===== src/rtl/hcls_pkg.sv =====
// ----------------------------------------------------------------------------
// hcls_pkg
// Shared constants, types and helpers for the http get classifier: header
// offsets, protocol codes, the request prefix and the verdict record.
// ----------------------------------------------------------------------------
package hcls_pkg;

	// fixed ethernet / ipv4 / tcp layout
	localparam int unsigned ETH_HDR_BYTES  = 14;
	localparam int unsigned POS_ETYPE_HI   = 12;
	localparam int unsigned POS_ETYPE_LO   = 13;
	localparam int unsigned POS_IHL        = 14;
	localparam int unsigned POS_TLEN_HI    = 16;
	localparam int unsigned POS_TLEN_LO    = 17;
	localparam int unsigned POS_PROTO      = 23;
	localparam int unsigned TCP_DOFF_BYTE  = 12;
	localparam int unsigned TCP_MIN_BYTES  = 20;
	localparam int unsigned MIN_PAYLOAD    = 7;
	localparam int unsigned PREFIX_LEN     = 4;

	localparam logic [15:0] ETHERTYPE_IPV4 = 16'h0800;
	localparam logic [7:0]  PROTO_TCP      = 8'd6;
	localparam logic [3:0]  MIN_HDR_WORDS  = 4'd5;

	// one verdict item
	typedef struct packed {
		logic is_ipv4_tcp;
		logic is_http_get;
	} verdict_t;

	// request prefix "GET "
	function automatic logic [7:0] prefix_char(input logic [1:0] idx);
		logic [7:0] c;
		case (idx)
			2'd0:    c = 8'h47;
			2'd1:    c = 8'h45;
			2'd2:    c = 8'h54;
			default: c = 8'h20;
		endcase
		return c;
	endfunction

endpackage


===== src/rtl/http_get_packet_classifier_unit.sv =====
// ----------------------------------------------------------------------------
// http_get_packet_classifier_unit
// Byte-serial ethernet frame classifier reporting ipv4/tcp and http get.
// ----------------------------------------------------------------------------
// Takes one frame byte per cycle, destination mac first, with last_byte on the
// final byte, and gives one verdict item per frame (is_ipv4_tcp, is_http_get)
// after that last byte. Throughput is one byte every cycle with no gaps between
// frames, but for the stall below. verdict_valid rises once the last byte has
// passed from the input register, through the combinational parse logic, into the
// verdict register. Input bytes keep flowing while a verdict waits to be taken;
// only a last byte stalls, when the previous verdict is still unclaimed. Frames
// longer than MAX_FRAME_BYTES are handled; the position count just saturates.
module http_get_packet_classifier_unit #(
	parameter int MAX_FRAME_BYTES = 16384
) (
	input  logic       clk,
	input  logic       arst_n,
	input  logic       byte_valid,
	output logic       byte_ready,
	input  logic [7:0] data_byte,
	input  logic       last_byte,
	output logic       verdict_valid,
	input  logic       verdict_ready,
	output logic       is_ipv4_tcp,
	output logic       is_http_get
);
	import hcls_pkg::*;

	logic       valid_s1;
	logic [7:0] data_s1;
	logic       last_s1;
	logic       out_free;
	logic       fire;
	verdict_t   verdict;
	logic       out_valid_q;
	verdict_t   out_q;

	// a non-last byte never needs the verdict register
	assign out_free   = !out_valid_q || verdict_ready;
	assign fire       = valid_s1 && (out_free || !last_s1);
	assign byte_ready = !valid_s1 || fire;

	// input register
	always_ff @(posedge clk or negedge arst_n) begin
		if (!arst_n) begin
			valid_s1 <= 1'b0;
		end else if (byte_ready) begin
			valid_s1 <= byte_valid;
		end
	end

	always_ff @(posedge clk) begin
		if (byte_ready && byte_valid) begin
			data_s1 <= data_byte;
			last_s1 <= last_byte;
		end
	end

	hcls_parser #(
		.MAX_FRAME_BYTES(MAX_FRAME_BYTES)
	) u_parser (
		.clk       (clk),
		.arst_n    (arst_n),
		.fire      (fire),
		.data_byte (data_s1),
		.last_byte (last_s1),
		.verdict   (verdict)
	);

	// verdict register
	always_ff @(posedge clk or negedge arst_n) begin
		if (!arst_n) begin
			out_valid_q <= 1'b0;
		end else if (fire && last_s1) begin
			out_valid_q <= 1'b1;
		end else if (verdict_ready) begin
			out_valid_q <= 1'b0;
		end
	end

	always_ff @(posedge clk) begin
		if (fire && last_s1) begin
			out_q <= verdict;
		end
	end

	assign verdict_valid = out_valid_q;
	assign is_ipv4_tcp   = out_q.is_ipv4_tcp;
	assign is_http_get   = out_q.is_http_get;

	// a get verdict always implies an ipv4/tcp frame
	a_get_implies_tcp: assert property (@(posedge clk) disable iff (!arst_n)
		verdict_valid |-> (!is_http_get || is_ipv4_tcp))
		else $error("http get flagged on non tcp frame");

	// a processed last byte always loads a verdict
	a_last_loads_verdict: assert property (@(posedge clk) disable iff (!arst_n)
		fire && last_s1 |=> verdict_valid)
		else $error("last byte produced no verdict");

	// input only stalls behind a held last byte
	a_stall_cause: assert property (@(posedge clk) disable iff (!arst_n)
		!byte_ready |-> valid_s1 && last_s1 && out_valid_q && !verdict_ready)
		else $error("input stalled without a pending verdict");

endmodule


===== src/rtl/hcls_parser.sv =====
// ----------------------------------------------------------------------------
// hcls_parser
// Frame state and per-byte logic: header field captures, payload prefix
// match and the end-of-frame verdict. State advances on each processed byte
// and clears after the last byte of a frame.
// ----------------------------------------------------------------------------
module hcls_parser #(
	parameter int MAX_FRAME_BYTES = 16384
) (
	input  logic                clk,
	input  logic                arst_n,
	input  logic                fire,
	input  logic [7:0]          data_byte,
	input  logic                last_byte,
	output hcls_pkg::verdict_t  verdict
);
	import hcls_pkg::*;

	localparam int POS_W = $clog2(MAX_FRAME_BYTES + 1);
	localparam int CW    = 18;

	logic [POS_W-1:0] pos_q;
	logic [15:0]      etype_q;
	logic [3:0]       ihl_q;
	logic [7:0]       proto_q;
	logic [15:0]      tlen_q;
	logic [3:0]       doff_q;
	logic [2:0]       match_q;

	logic [15:0]      etype_d;
	logic [3:0]       ihl_d;
	logic [7:0]       proto_d;
	logic [15:0]      tlen_d;
	logic [3:0]       doff_d;
	logic [2:0]       match_d;

	logic [CW-1:0]    pos_x;
	logic [CW-1:0]    n_x;
	logic [CW-1:0]    tcp_start_old;
	logic [CW-1:0]    pay_off_old;
	logic [CW-1:0]    ihl4_new;
	logic [CW-1:0]    doff4_new;
	logic signed [CW-1:0] plen;
	logic             tcp_ok;
	logic             get_ok;

	assign pos_x = CW'(pos_q);
	assign n_x   = pos_x + CW'(1);

	// offsets from the state held before this byte
	assign tcp_start_old = CW'(ETH_HDR_BYTES) + CW'({ihl_q, 2'b00});
	assign pay_off_old   = tcp_start_old + CW'({doff_q, 2'b00});

	// header captures, applied in order
	always_comb begin
		etype_d = etype_q;
		ihl_d   = ihl_q;
		proto_d = proto_q;
		tlen_d  = tlen_q;
		doff_d  = doff_q;
		match_d = match_q;
		if (pos_x == CW'(POS_ETYPE_HI)) etype_d[15:8] = data_byte;
		if (pos_x == CW'(POS_ETYPE_LO)) etype_d[7:0]  = data_byte;
		if (pos_x == CW'(POS_IHL))      ihl_d         = data_byte[3:0];
		if (pos_x == CW'(POS_TLEN_HI))  tlen_d[15:8]  = data_byte;
		if (pos_x == CW'(POS_TLEN_LO))  tlen_d[7:0]   = data_byte;
		if (pos_x == CW'(POS_PROTO))    proto_d       = data_byte;
		if (ihl_d >= MIN_HDR_WORDS && pos_x == tcp_start_old + CW'(TCP_DOFF_BYTE))
			doff_d = data_byte[7:4];
		// payload prefix match, one expected byte at a time
		if (ihl_d >= MIN_HDR_WORDS && doff_d >= MIN_HDR_WORDS &&
		    match_q < 3'(PREFIX_LEN) && pos_x == pay_off_old + CW'(match_q)) begin
			if (data_byte == prefix_char(match_q[1:0]))
				match_d = match_q + 3'd1;
		end
	end

	// end-of-frame verdict from the updated fields
	assign ihl4_new  = CW'({ihl_d, 2'b00});
	assign doff4_new = CW'({doff_d, 2'b00});
	assign plen      = $signed(CW'(tlen_d)) - $signed(ihl4_new) - $signed(doff4_new);

	assign tcp_ok = (etype_d == ETHERTYPE_IPV4) && (ihl_d >= MIN_HDR_WORDS) &&
	                (proto_d == PROTO_TCP) &&
	                (n_x >= CW'(ETH_HDR_BYTES) + ihl4_new + CW'(TCP_MIN_BYTES));

	assign get_ok = tcp_ok && (doff_d >= MIN_HDR_WORDS) &&
	                (plen >= $signed(CW'(MIN_PAYLOAD))) &&
	                (n_x >= CW'(ETH_HDR_BYTES) + ihl4_new + doff4_new + CW'(MIN_PAYLOAD)) &&
	                (match_d == 3'(PREFIX_LEN));

	always_comb begin
		verdict.is_ipv4_tcp = tcp_ok;
		verdict.is_http_get = get_ok;
	end

	// frame state, cleared after the last byte
	always_ff @(posedge clk or negedge arst_n) begin
		if (!arst_n) begin
			pos_q   <= '0;
			etype_q <= '0;
			ihl_q   <= '0;
			proto_q <= '0;
			tlen_q  <= '0;
			doff_q  <= '0;
			match_q <= '0;
		end else if (fire) begin
			if (last_byte) begin
				pos_q   <= '0;
				etype_q <= '0;
				ihl_q   <= '0;
				proto_q <= '0;
				tlen_q  <= '0;
				doff_q  <= '0;
				match_q <= '0;
			end else begin
				if (pos_q < POS_W'(MAX_FRAME_BYTES))
					pos_q <= pos_q + POS_W'(1);
				etype_q <= etype_d;
				ihl_q   <= ihl_d;
				proto_q <= proto_d;
				tlen_q  <= tlen_d;
				doff_q  <= doff_d;
				match_q <= match_d;
			end
		end
	end

	// a processed last byte starts the next frame from position zero
	a_clear_after_last: assert property (@(posedge clk) disable iff (!arst_n)
		fire && last_byte |=> pos_q == '0 && match_q == '0)
		else $error("frame state not cleared after last byte");

	// prefix counter never runs past the prefix length
	a_match_bound: assert property (@(posedge clk) disable iff (!arst_n)
		match_q <= 3'(PREFIX_LEN))
		else $error("prefix match count out of range");

	// position never passes the saturation point
	a_pos_sat: assert property (@(posedge clk) disable iff (!arst_n)
		pos_q <= POS_W'(MAX_FRAME_BYTES))
		else $error("byte position beyond saturation");

endmodule

===== config.mk =====
export PLATFORM = sky130hd
export DESIGN_NAME = http_get_packet_classifier_unit
export DESIGN_NICKNAME = d
export VERILOG_FILES = /design/src/rtl/hcls_pkg.sv /design/src/rtl/http_get_packet_classifier_unit.sv /design/src/rtl/hcls_parser.sv
export SDC_FILE = /design/constraint.sdc
export NUM_CORES = 1
export LEC_CHECK = 0
export BUFFER_PORTS_ARGS = -buffer_cell sky130_fd_sc_hd__buf_2
export CORE_ASPECT_RATIO = 0.5
export CORE_MARGIN = 8
export CORE_UTILIZATION = 55
export DETAILED_ROUTE_END_ITERATION = 10
export PLACE_DENSITY = 0.77
export SYNTH_ARGS = -nofsm -noshare
export SYNTH_HDL_FRONTEND = slang
export SYNTH_SLANG_ARGS = --single-unit

===== constraint.sdc =====
create_clock -name clk -period 6.8 [get_ports clk]
set_input_delay 1.02 -clock clk [delete_from_list [all_inputs] [get_ports clk]]
set_output_delay 1.02 -clock clk [all_outputs]
set_load 0.005 [all_outputs]

## After elaboration in Yosys (flattened, before gate mapping)

Cells that the tools add are included.

- Flip-flop bits (word level): 79
- Output and inout port bits: 4
- Logic and storage cells: 92

- $add $sub $neg: 13
- $lt $le $gt $ge: 7
- Equal/unequal tests: 14
- Muxes and demuxes: 21
- Reduce and logical (&&, ||, !) cells: 24

Operators with widths:

| kind | count |
|---|---|
| $mux 8 | 7 |
| $eq 15x4->1 const B | 3 |
| $eq 15x5->1 const B | 3 |
| $add 18x6->18 | 2 |
| $eq 15x18->1 | 2 |
| $ge 18x18->1 | 2 |
| $mux 16 | 2 |
| $mux 15 | 2 |
| $pmux 7 s3 | 1 |
| $add 18x3->18 | 1 |
| $add 18x3->18 const B | 1 |
| $add 18x4->18 const B | 1 |
| $add 18x5->18 const B | 1 |
| $ge 18x4->1 const B | 1 |
| $sub 18x7->18 | 1 |
| $sub 16x6->17 | 1 |
| $add 15x1->16 const B | 1 |
| $eq 16x12->1 const B | 1 |
| $mux 4 | 4 |
| $add 15x1->15 const B | 1 |
| $lt 15x15->1 const B | 1 |
| $add 4x6->7 const A | 2 |
| $logic_and 1x1->1 | 14 |
| $mux 3 | 3 |
| 14 further kinds | 21 |

## Depth between registers and ports, before layout

Gate-level depths: netlist of run 1.

- Word-level depth: 15
- Gate-level depth with buffers: 26
- Mapped depth without buffers: 26

## Hierarchy

Synthesis of run 1 repeated with hierarchy kept, for this count alone.

- Cell total of the unflattened synthesis: 665
- Area total of the unflattened synthesis: 6272.3 µm²

By module, submodules not included:

| module | instances | cells an instance | area an instance (µm²) | seq. area each (µm²) |
|---|---|---|---|---|
| hcls_parser | 1 | 644 | 5835.6 | 1651.6 |
| http_get_packet_classifier_unit | 1 | 21 | 436.7 | 380.4 |

## Worst setup path before layout of run 1

Ideal clock, no wire load.

- Path kind: flip-flop to flip-flop
- Start point: reg u_parser.pos_q[10]
- End point: reg out_q, in the netlist is_http_get (data pin)
- Setup time: 0.266 ns
- Arrival time: 4.930 ns
- Path slack: 1.603 ns
- Cell stages (with the launch flop): 24
- Path buffers: 1
- Path through: dfrtp_1 > buf_2 > nor4_2 > nand4_1 > mux2i_1 > ha_1 > nand2b_1 > a21oi_1 > mux2i_1 > nand4_1 > mux2i_1 > inv_1 > ha_1 > ha_1 > a21o_1 > a21oi_1 > xor2_1 > ha_1 > a21o_1 > a21oi_1 > o211ai_1 > o41a_1 > nand4_1 > a211oi_1

- Word-level cells in the longest chain between the ends: 12
- Elaborated cells between the ends (all ways): 42

RTL lines:

| what | RTL line | RTL |
|---|---|---|
| from (decl) | hcls_parser.sv:22 | `logic [POS_W-1:0] pos_q;` |
| from (signal assigned) | hcls_parser.sv:118 | `pos_q <= pos_q + POS_W'(1);` |
| branches (longest 11 deep; another with $add 18x6->18) | n/a |  |
| $logic_and 1x1->1 (*) | hcls_parser.sv:89 | `(n_x >= CW'(ETH_HDR_BYTES) + ihl4_new + doff4_new + CW'(MIN_PAYLOAD)) &&` |
| via u_parser.get_ok | hcls_parser.sv:45 | `logic get_ok;` |
| to (signal assigned) | http_get_packet_classifier_unit.sv:83 | `out_q <= verdict;` |
| to (decl) | http_get_packet_classifier_unit.sv:36 | `verdict_t out_q;` |

Mark *: on every way through the listed nets, which the timed path passes.
A chain may end at the register's enable or synchronous reset.

## Worst setup path after layout of run 1

- Start point: reg u_parser.pos_q[12]
- End point: reg out_q, in the netlist is_http_get (data pin)

Same word-level chain as after synthesis.

==> out/summary.txt, run 1 <==
Port Buf Inserts = 16
DRC = 0
CORE AREA = 0.0109 mm²
Post-synth ARST share = 86.1%
Die width = 165 µm
Hold WS = 0.487 ns
Actual slew at the worst max-slew pin = 1.21 ns
Utilization after layout = 60.5%
Max Freq = 0.165 GHz
Hold buffers post-CTS = 0
P per Cell Area = 175 mW/mm²
Placed Cells = 805
Maximum clock insertion buffer count = 2
Max-slew violation count = 0
Rel. slew slack = 18.9%
P_leak = 2.95 nW
Std-Cell Rows = 27
Die Y = 90.3 µm
RSZ-0062 raised after global routing = no
TritonCTS Buffers = 9
Die Footprint = 0.0149 mm²
Final setup TNS = 0 ns
Highest-count cells in the layout ignoring fill and taps = dfrtp_1 (68), nand2_1 (64), o21ai_0 (61), ha_1 (48), nor2_1 (45)
GRT Total Usage = 22.0%
Post-CTS Setup Inserts = 0
Layout cells sized above 1 = 9.32%
Post-cts sizing count = 0
Critical path arrival = 6.14 ns
Routed via count = 5,190
Crit end category = flip-flop
Final wirelength = 15,700 µm
TritonCTS clock tree = built
Worst hold-check path type = flip-flop to flip-flop
First-pass GRT wire length = 26,400 µm
Maximum vdd drop = 0.130 mV
Gate Count Post-Synth = 676
CP required = 6.88 ns
Pre-CTS WS = 0.880 ns
Critical path class = flip-flop to flip-flop
Initial antenna violation count = 0
EDFF count, synth = 11
Skew final = 0.0109 ns
Antenna Nets Post-Route = 0
Mapped Nets = 742
Final setup vio count = 0
Ys Warns = 0
H-tree depth = 3
Vias in the first global route = 5,023
# fillers = 954
WL/cell = 19.2 µm
Mean Syn Cell Area = 8.99 µm²
Final Critical Period = 6.06 ns
Post-Syn Area = 0.00608 mm²
DP HPWL = 11,000 µm
Root buf cell = clkbuf_16
Fin crit share = 89.1%
Most used flip-flop cell after synthesis = dfrtp_1
Starting DRT DRC Count = 437
Clock latency at the later pin of the worst-skew pair = 0.35 ns
Outcome = completed
Total gr overflow = 0
Final nets = 737
GP Congestion = 0.959
Num ports = 17
Initial Util = 55.9%
Max Cap Viol = 0
Min setup slack post-route = 0.744 ns
Crit-path max FO = 12
Met1 Wirelength = 7020 µm
Sequential fraction of the synthesis area = 33.4%
Startpoint type of the worst setup path = flip-flop
Final Hold Viols = 0
Top Metal Used = met4
CTS Sinks = 79
Clock-pin slew on the worst setup and hold paths = 0.07 ns
Register bit total from synthesis = 79
Post-synth cell types = 66
Area Growth Syn to Fin = 8.17%
Pin count of the biggest net entering global routing = 69
Via density per instance = 6.32
Drt pass-1 iters = 5
Wire length on met2 = 7180 µm
Wire length on met3 = 1190 µm
Leading cell type in the layout, fill and taps excluded = dfrtp_1
Ant diodes = 0
R2r setup slk = 0.74 ns
Final cell count without fillers = 821
state kept, by name, summed over array words and instances (netlist names):
register,flops
u_parser.etype_q,16
last_s1,1
u_parser.tlen_q,16
u_parser.pos_q,15
valid_s1,1
is_ipv4_tcp,1
u_parser.proto_q,8
u_parser.match_q,3
data_s1,8
is_http_get,1
verdict_valid,1
u_parser.ihl_q,4
u_parser.doff_q,4
stage by stage:
stage | cell area (µm²) | total power [mW]
2_1_floorplan | 6080 | 0.584
3_3_place_gp | 6240 | 0.624
3_5_place_dp | 6240 | 0.626
4_1_cts | 6580 | 1.15
5_1_grt | 6580 | 1.18
6_report | 6580 | 1.15
path summary, 6_finish.rpt:
kind | startpoint | depth (start not counted) | endpoint
worst max-delay path | u_parser.pos_q[12] | 23 | is_http_get
max in group asynchronous | arst_n | 2 | u_parser.ihl_q[2]
worst min-delay path | u_parser.tlen_q[2] | 2 | u_parser.tlen_q[2]
worst max register to register | u_parser.pos_q[12] | 23 | is_http_get
min in group asynchronous | arst_n | 2 | u_parser.tlen_q[1]
worst min register to register | u_parser.tlen_q[2] | 2 | u_parser.tlen_q[2]
worst max-delay path: stages (launching register included):
cell	delay (ns)
dfrtp_1	0.50
nor4_2	0.48
nand4_1	0.46
mux2i_1	0.66
inv_1	0.15
ha_1	0.21
nand2b_1	0.15
a21oi_1	0.15
mux2i_1	0.14
nand4_1	0.33
mux2i_1	0.32
inv_1	0.07
ha_1	0.32
ha_1	0.30
a21o_1	0.15
a21oi_1	0.17
xor2_1	0.16
ha_1	0.25
a21o_1	0.18
a21oi_1	0.14
o211ai_1	0.11
o41a_1	0.21
nand4_1	0.12
a211oi_1	0.06
routing by layer:
| metal | global-route usage [%] | up-vias |
|---|---|---|
| met2 | 34.4 | 184 |
| met1 | 29.6 | 2520 |
| met3 | 4.55 | 33 |
| met4 | 7.38 | 0 |
| met5 | 0 | - |
| li1 | - | 2453 |
synthesized netlist by cell type, drive strengths merged, types with 15 or more instances:
cell type   n  share of area [%]
o21ai      61                5.0
xnor2      25                3.6
nand4      17                2.2
dfrtp      68                 28
a21oi      24                2.0
nor2       45                2.8
a22oi      32                4.0
nand2      64                4.0
ha         48                9.9
nor3       16                1.7
clkbuf     34                2.1
mux2i      19                3.2
inv        31                1.9
nand3      15                1.2
xor2       19                2.7
report_power, final:
group	leakage, nW	internal (mW)	switching (mW)
Clock	0.162	0.314	0.217
Sequential	1.05	0.490	0.0237
Combinational	1.74	0.0371	0.0705
Total	2.95	0.842	0.311
kinds of logic (layout without fill, tap and decap cells):
group,Yosys count,count (layout),share of synthesized area (%)
and+or+nand+nor,216,216,19.2
adders and majority gates,53,53,11.5
DFF,79,79,33.4
buffers and inverters,71,71,4.49
muxes,28,28,4.92
xor gates and xnor gates,44,44,6.34
AOI/OAI and AO/OA,185,185,20.1
final cells by class:
| type | count | area (µm²) | area share (%) |
|---|---|---|---|
| Sequential cell | 79 | 2030 | 30.9 |
| Clock inverter | 6 | 81.3 | 1.24 |
| Inverter | 31 | 116 | 1.77 |
| Timing Repair Buffer | 24 | 140 | 2.13 |
| Multi-Input combinational cell | 526 | 3770 | 57.4 |
| Tap cell | 145 | 181 | 2.76 |
| Clock buffer | 10 | 250 | 3.81 |
Power figures use the tool's default switching activity.
==> run 2, diff against run 1 <==
--- a/config.mk
+++ b/config.mk
@@ -5,12 +5,12 @@
 export SDC_FILE = /design/constraint.sdc
 export NUM_CORES = 1
 export LEC_CHECK = 0
-export BUFFER_PORTS_ARGS = -buffer_cell sky130_fd_sc_hd__buf_2
 export CORE_ASPECT_RATIO = 0.5
 export CORE_MARGIN = 8
 export CORE_UTILIZATION = 55
 export DETAILED_ROUTE_END_ITERATION = 10
-export PLACE_DENSITY = 0.77
+export DONT_BUFFER_PORTS = 1
+export PLACE_DENSITY = 0.75
 export SYNTH_ARGS = -nofsm -noshare
 export SYNTH_HDL_FRONTEND = slang
 export SYNTH_SLANG_ARGS = --single-unit
==> run 2 against run 1 <==
Against the previous run: worst setup slack got worse by 0.18 ns; sequential cell count unchanged; design area fell by 2.5%; hold slack worse by 0.12 ns; die area stayed put; clock skew decreased by 0.0010 ns; non-clock buffer count is 21 lower; clock-buffer cell count up 1; via count decreased by 1.1%; highest routed layer unchanged; global-route usage decreased by 0.24 points; clock power fell by 12%.
==> out/summary.txt, run 2 (synthesis gave the netlist of run 1 again) <==
P_sw = 0.286 mW
CORE AREA = 0.0109 mm²
Outcome = completed
Root buf cell = clkbuf_16
CTS Sinks = 79
Actual slew at the worst max-slew pin = 1.13 ns
Max Cap Viol = 0
Rel. slew slack = 24.5%
CP required = 6.88 ns
Crit end category = flip-flop
Ant diodes = 0
Skew final = 0.00983 ns
Leading cell type in the layout, fill and taps excluded = dfrtp_1
Max Freq = 0.160 GHz
Max-slew violation count = 0
Layout cells sized above 1 = 6.26%
TritonCTS Buffers = 9
Placed Cells = 784
P_leak = 2.84 nW
DRC = 0
Die width = 165 µm
Clock-pin slew on the worst setup and hold paths = 0.06 ns
WL/cell = 19.9 µm
Routed via count = 5,133
Final Instance Area = 0.00641 mm²
Die Footprint = 0.0149 mm²
Comb power frac = 8.1%
Critical path arrival = 6.31 ns
Critical path class = flip-flop to flip-flop
Std-Cell Rows = 27
Maximum clock insertion buffer count = 2
Port Buf Inserts = 0
Starting DRT DRC Count = 532
TritonCTS clock tree = built
Final nets = 716
Hold buffers post-CTS = 0
Area Growth Syn to Fin = 5.47%
GP Congestion = 0.891
Most Frequent Cell on Critical Path = ha_1
First-pass GRT wire length = 25,700 µm
P per Cell Area = 167 mW/mm²
Antenna Nets Post-Route = 0
Initial antenna violation count = 0
Post-CTS Setup Inserts = 0
Drt pass-1 iters = 5
Total gr overflow = 0
Maximum vdd drop = 0.111 mV
Clock network power share = 43.5%
Slowest CP cell = mux2i_1
Final Critical Period = 6.23 ns
Final setup vio count = 0
CP peak stage delay = 0.70 ns
Pwr Total = 1.07 mW
Fin crit share = 91.6%
Worst hold-check path type = input pin to async pin
GRT Total Usage = 21.7%
Vias in the first global route = 4,715
Post-cts sizing count = 0
Final wirelength = 15,900 µm
Final cell count without fillers = 800
RSZ-0062 raised after global routing = no
Pin count of the biggest net entering global routing = 69
H-tree depth = 3
Top Registers = u_parser.etype_q: 16 flops, u_parser.tlen_q: 16 flops, u_parser.pos_q: 15 flops
Final Hold Viols = 0
Num ports = 17
Cell internal pwr = 0.783 mW
Crit-path max FO = 12
Sw frac = 26.7%
Seq pwr share = 48.4%
Placed instance area = 0.00613 mm²
Cell chain of the critical path = nor4_2 > nand4_1 > mux2i_1 > ha_1 > nand2b_1 > a21oi_1 > mux2i_1 > nand4_1 > mux2i_1 > inv_1 > ha_1 > ha_1 > a21o_1 > a21oi_1 > xor2_1 > ha_1 > a21o_1 > a21oi_1 > o211ai_1 > o41a_1 > nand4_1 > a211oi_1
Startpoint type of the worst setup path = flip-flop
Via density per instance = 6.42
Clock latency at the later pin of the worst-skew pair = 0.35 ns
Initial Util = 55.9%
# fillers = 917
Die Y = 90.3 µm
DP HPWL = 11,100 µm
Highest-count cells in the layout ignoring fill and taps = dfrtp_1 (68), nand2_1 (64), o21ai_0 (60), ha_1 (48), nor2_1 (45)
Final setup TNS = 0 ns
run 2: cell count changes in the layout (fill, tap and decap cells not counted), sizes merged:
cell and delta:
clkinv +1, bufinv -1, buf -21, inv -2, clkbuf +1, clkinvlp +1
run 2: worst paths after layout:
kind                                          from             endpoint  slack (ns)  cells past startpoint
worst max-delay path            u_parser.pos_q[12]          is_http_get        0.57                     22
worst min-delay path                        arst_n  u_parser.proto_q[7]        0.36                      0
worst max register to register  u_parser.pos_q[12]          is_http_get        0.57                     22
worst min register to register  u_parser.tlen_q[2]   u_parser.tlen_q[2]        0.49                      2
max in group asynchronous                   arst_n   u_parser.pos_q[12]        6.31                      0
min in group clk                u_parser.tlen_q[2]   u_parser.tlen_q[2]        0.49                      2
run 2: worst max-delay path: cells and delay by family (launching register included):
kind	cells	cell delay, ns
mux	3	1.38
compound gates	8	1.14
flops	1	0.51
simple gates	5	1.53
xor+xnor	1	0.17
buf+inv	1	0.08
fa+ha+maj	4	1.15
run 2: layer usage:
metal | vias to the layer above | part of all wire, % | track usage, %
met5 | - | 0 | 0
met4 | 0 | 2.4 | 8.12
li1 | 2426 | - | -
met3 | 31 | 7.3 | 4.55
met2 | 199 | 44 | 31.8
met1 | 2477 | 46 | 30.8
run 2: through the flow:
step           utilization [%]  setup WS, ns  hold slack, ns
6_report                  58.9         0.568           0.364
5_1_grt                   58.9         0.135           0.346
4_1_cts                   58.9         0.666           0.352
3_5_place_dp              56.3         0.724           0.474
3_3_place_gp              56.3         0.979           0.466
2_1_floorplan                -          1.60           0.450
run 2: power by group through the flow:
stage          Clock, mW  Combinational [mW]  Sequential [mW]
4_1_cts            0.470              0.0853            0.516
5_1_grt            0.499              0.0947            0.519
3_5_place_dp           0              0.0847            0.525
2_1_floorplan          0              0.0746            0.509
3_3_place_gp           0              0.0839            0.525
6_report           0.465              0.0870            0.517
run 2: final cells by class:
type	instances	area (µm²)	area share, %
clock buffer	11	243	3.79
clock inverter	5	42.5	0.663
inverter	31	116	1.81
multi-input combinational	526	3770	58.9
sequential	79	2030	31.7
tap	145	181	2.83
timing repair buffer	3	22.5	0.351
==> run 3, diff against run 2 <==
--- a/config.mk
+++ b/config.mk
@@ -6,7 +6,7 @@
 export NUM_CORES = 1
 export LEC_CHECK = 0
 export CORE_ASPECT_RATIO = 0.5
-export CORE_MARGIN = 8
+export CORE_MARGIN = 5
 export CORE_UTILIZATION = 55
 export DETAILED_ROUTE_END_ITERATION = 10
 export DONT_BUFFER_PORTS = 1
==> run 3 against run 2 <==
Against the previous run: sequential share of layout area about the same; critical path depth stayed put; fmax grew 2.4%; design area is essentially flat; non-clock buffer count increased by 1; sequential power is essentially flat; final cell count grew 0.13%; hold slack lost 0.0066 ns; critical endpoint unchanged; largest power group unchanged.
==> out/summary.txt, run 3 (synthesis gave the netlist of run 1 again) <==
Outcome = completed
Final Hold Viols = 0
R2r setup slk = 0.72 ns
Highest-count cells in the layout ignoring fill and taps = dfrtp_1 (68), nand2_1 (64), o21ai_0 (60), ha_1 (48), nor2_1 (45)
Maximum clock insertion buffer count = 2
Root buf cell = clkbuf_16
Max Freq = 0.164 GHz
DRC = 0
WL/cell = 19.6 µm
Die Footprint = 0.0134 mm²
P_leak = 2.84 nW
GP Congestion = 0.963
Clock-pin slew on the worst setup and hold paths = 0.07 ns
Clock latency at the later pin of the worst-skew pair = 0.35 ns
Max-slew violation count = 0
H-tree depth = 3
Pwr Total = 1.06 mW
Worst R2R Path Depth = 22
Hold buffers post-CTS = 0
Post-CTS Setup Inserts = 0
Critical R2R Launch = u_parser.pos_q[12]
Endpoint of the worst-slack reg-to-reg timing path = is_http_get
Final setup TNS = 0 ns
Routed via count = 5,132
Max Cap Viol = 0
Std-Cell Rows = 27
P per Cell Area = 166 mW/mm²
Vias in the first global route = 4,820
Critical path arrival = 6.17 ns
Die Y = 84.3 µm
Num ports = 17
Crit-path max FO = 12
Post-cts sizing count = 0
Total gr overflow = 0
Via density per instance = 6.41
Worst hold-check path type = input pin to async pin
First-pass GRT wire length = 25,500 µm
Critical path class = flip-flop to flip-flop
# fillers = 954
Die width = 159 µm
TritonCTS Buffers = 9
Crit end category = flip-flop
Layout cells sized above 1 = 6.25%
Hold WS = 0.357 ns
Placed instance area = 0.00613 mm²
DP HPWL = 11,000 µm
Port Buf Inserts = 0
CP required = 6.89 ns
Fin crit share = 89.5%
Final wirelength = 15,700 µm
Final Critical Period = 6.08 ns
Skew final = 0.0102 ns
Area Growth Syn to Fin = 5.41%
Pin count of the biggest net entering global routing = 69
Maximum vdd drop = 0.139 mV
CTS Sinks = 79
Drt pass-1 iters = 6
Initial Util = 55.7%
Antenna Nets Post-Route = 0
Starting DRT DRC Count = 570
Initial antenna violation count = 0
GRT Total Usage = 24.2%
Final Instance Area = 0.00641 mm²
Ant diodes = 0
Rel. slew slack = 26.1%
Top Registers = u_parser.etype_q: 16 flops, u_parser.tlen_q: 16 flops, u_parser.pos_q: 15 flops
RSZ-0062 raised after global routing = no
Final setup vio count = 0
Startpoint type of the worst setup path = flip-flop
Leading cell type in the layout, fill and taps excluded = dfrtp_1
CORE AREA = 0.0109 mm²
Final nets = 717
TritonCTS clock tree = built
Actual slew at the worst max-slew pin = 1.11 ns
==> run 3: changes by cell type in the layout (fill, tap and decap cells not counted) <==
cell | before | now
clkinvlp_4 | 1 | 2
clkinv_4 | 3 | 1
clkbuf_8 | 1 | 0
clkbuf_1 | 1 | 2
buf_4 | 3 | 4
inv_6 | 1 | 2
==> run 3: worst max path at each step <==
| stage | start | to | depth (start not counted) |
|---|---|---|---|
| after floorplan | u_parser.pos_q[10] | is_http_get | 23 |
| after global placement | u_parser.pos_q[12] | is_http_get | 22 |
| after detailed placement | u_parser.pos_q[12] | is_http_get | 22 |
| after CTS | u_parser.pos_q[12] | is_http_get | 22 |
| after global routing | u_parser.pos_q[12] | is_http_get | 22 |
| final | u_parser.pos_q[12] | is_http_get | 22 |
==> run 3: critical path: stages, from the launching register on <==
cell,delay [ns]
dfrtp_1,0.50
nor4_2,0.48
nand4_1,0.46
mux2i_1,0.70
ha_1,0.26
nand2b_1,0.12
a21oi_1,0.07
mux2i_1,0.29
nand4_1,0.37
mux2i_1,0.35
inv_1,0.07
ha_1,0.32
ha_1,0.31
a21o_1,0.15
a21oi_1,0.17
xor2_1,0.17
ha_1,0.26
a21o_1,0.18
a21oi_1,0.13
o211ai_1,0.10
o41a_1,0.19
nand4_1,0.10
a211oi_1,0.05
==> run 3: metal layers <==
layer	GRT usage, %	wire length (µm)	vias to the layer above
met1	36.0	7310	2482
met2	35.7	7030	191
met5	0	0	-
li1	-	-	2428
met3	4.17	986	31
met4	7.89	357	0
==> run 3: stage by stage <==
step	cells	setup WS, ns	util, %
after floorplan	676	1.60	-
after global placement	785	1.04	56.2
after detailed placement	785	0.843	56.2
after CTS	801	0.795	58.7
after global routing	801	0.228	58.7
final	801	0.717	58.7
==> run 3: cell type report <==
type                       count  area (µm²)  share of cell area, %
sequential                    79        2030                   31.7
timing repair buffer           4        30.0                  0.469
clock buffer                  11         233                   3.63
inverter                      31         116                   1.82
clock inverter                 5        41.3                  0.644
tap                          145         181                   2.83
multi-input combinational    526        3770                   58.9
==> run 3: report_power, final <==
part / total, mW / internal, mW / switching, mW
logic: 0.0915 / 0.0327 / 0.0587
clock network: 0.455 / 0.251 / 0.204
registers: 0.515 / 0.491 / 0.0248
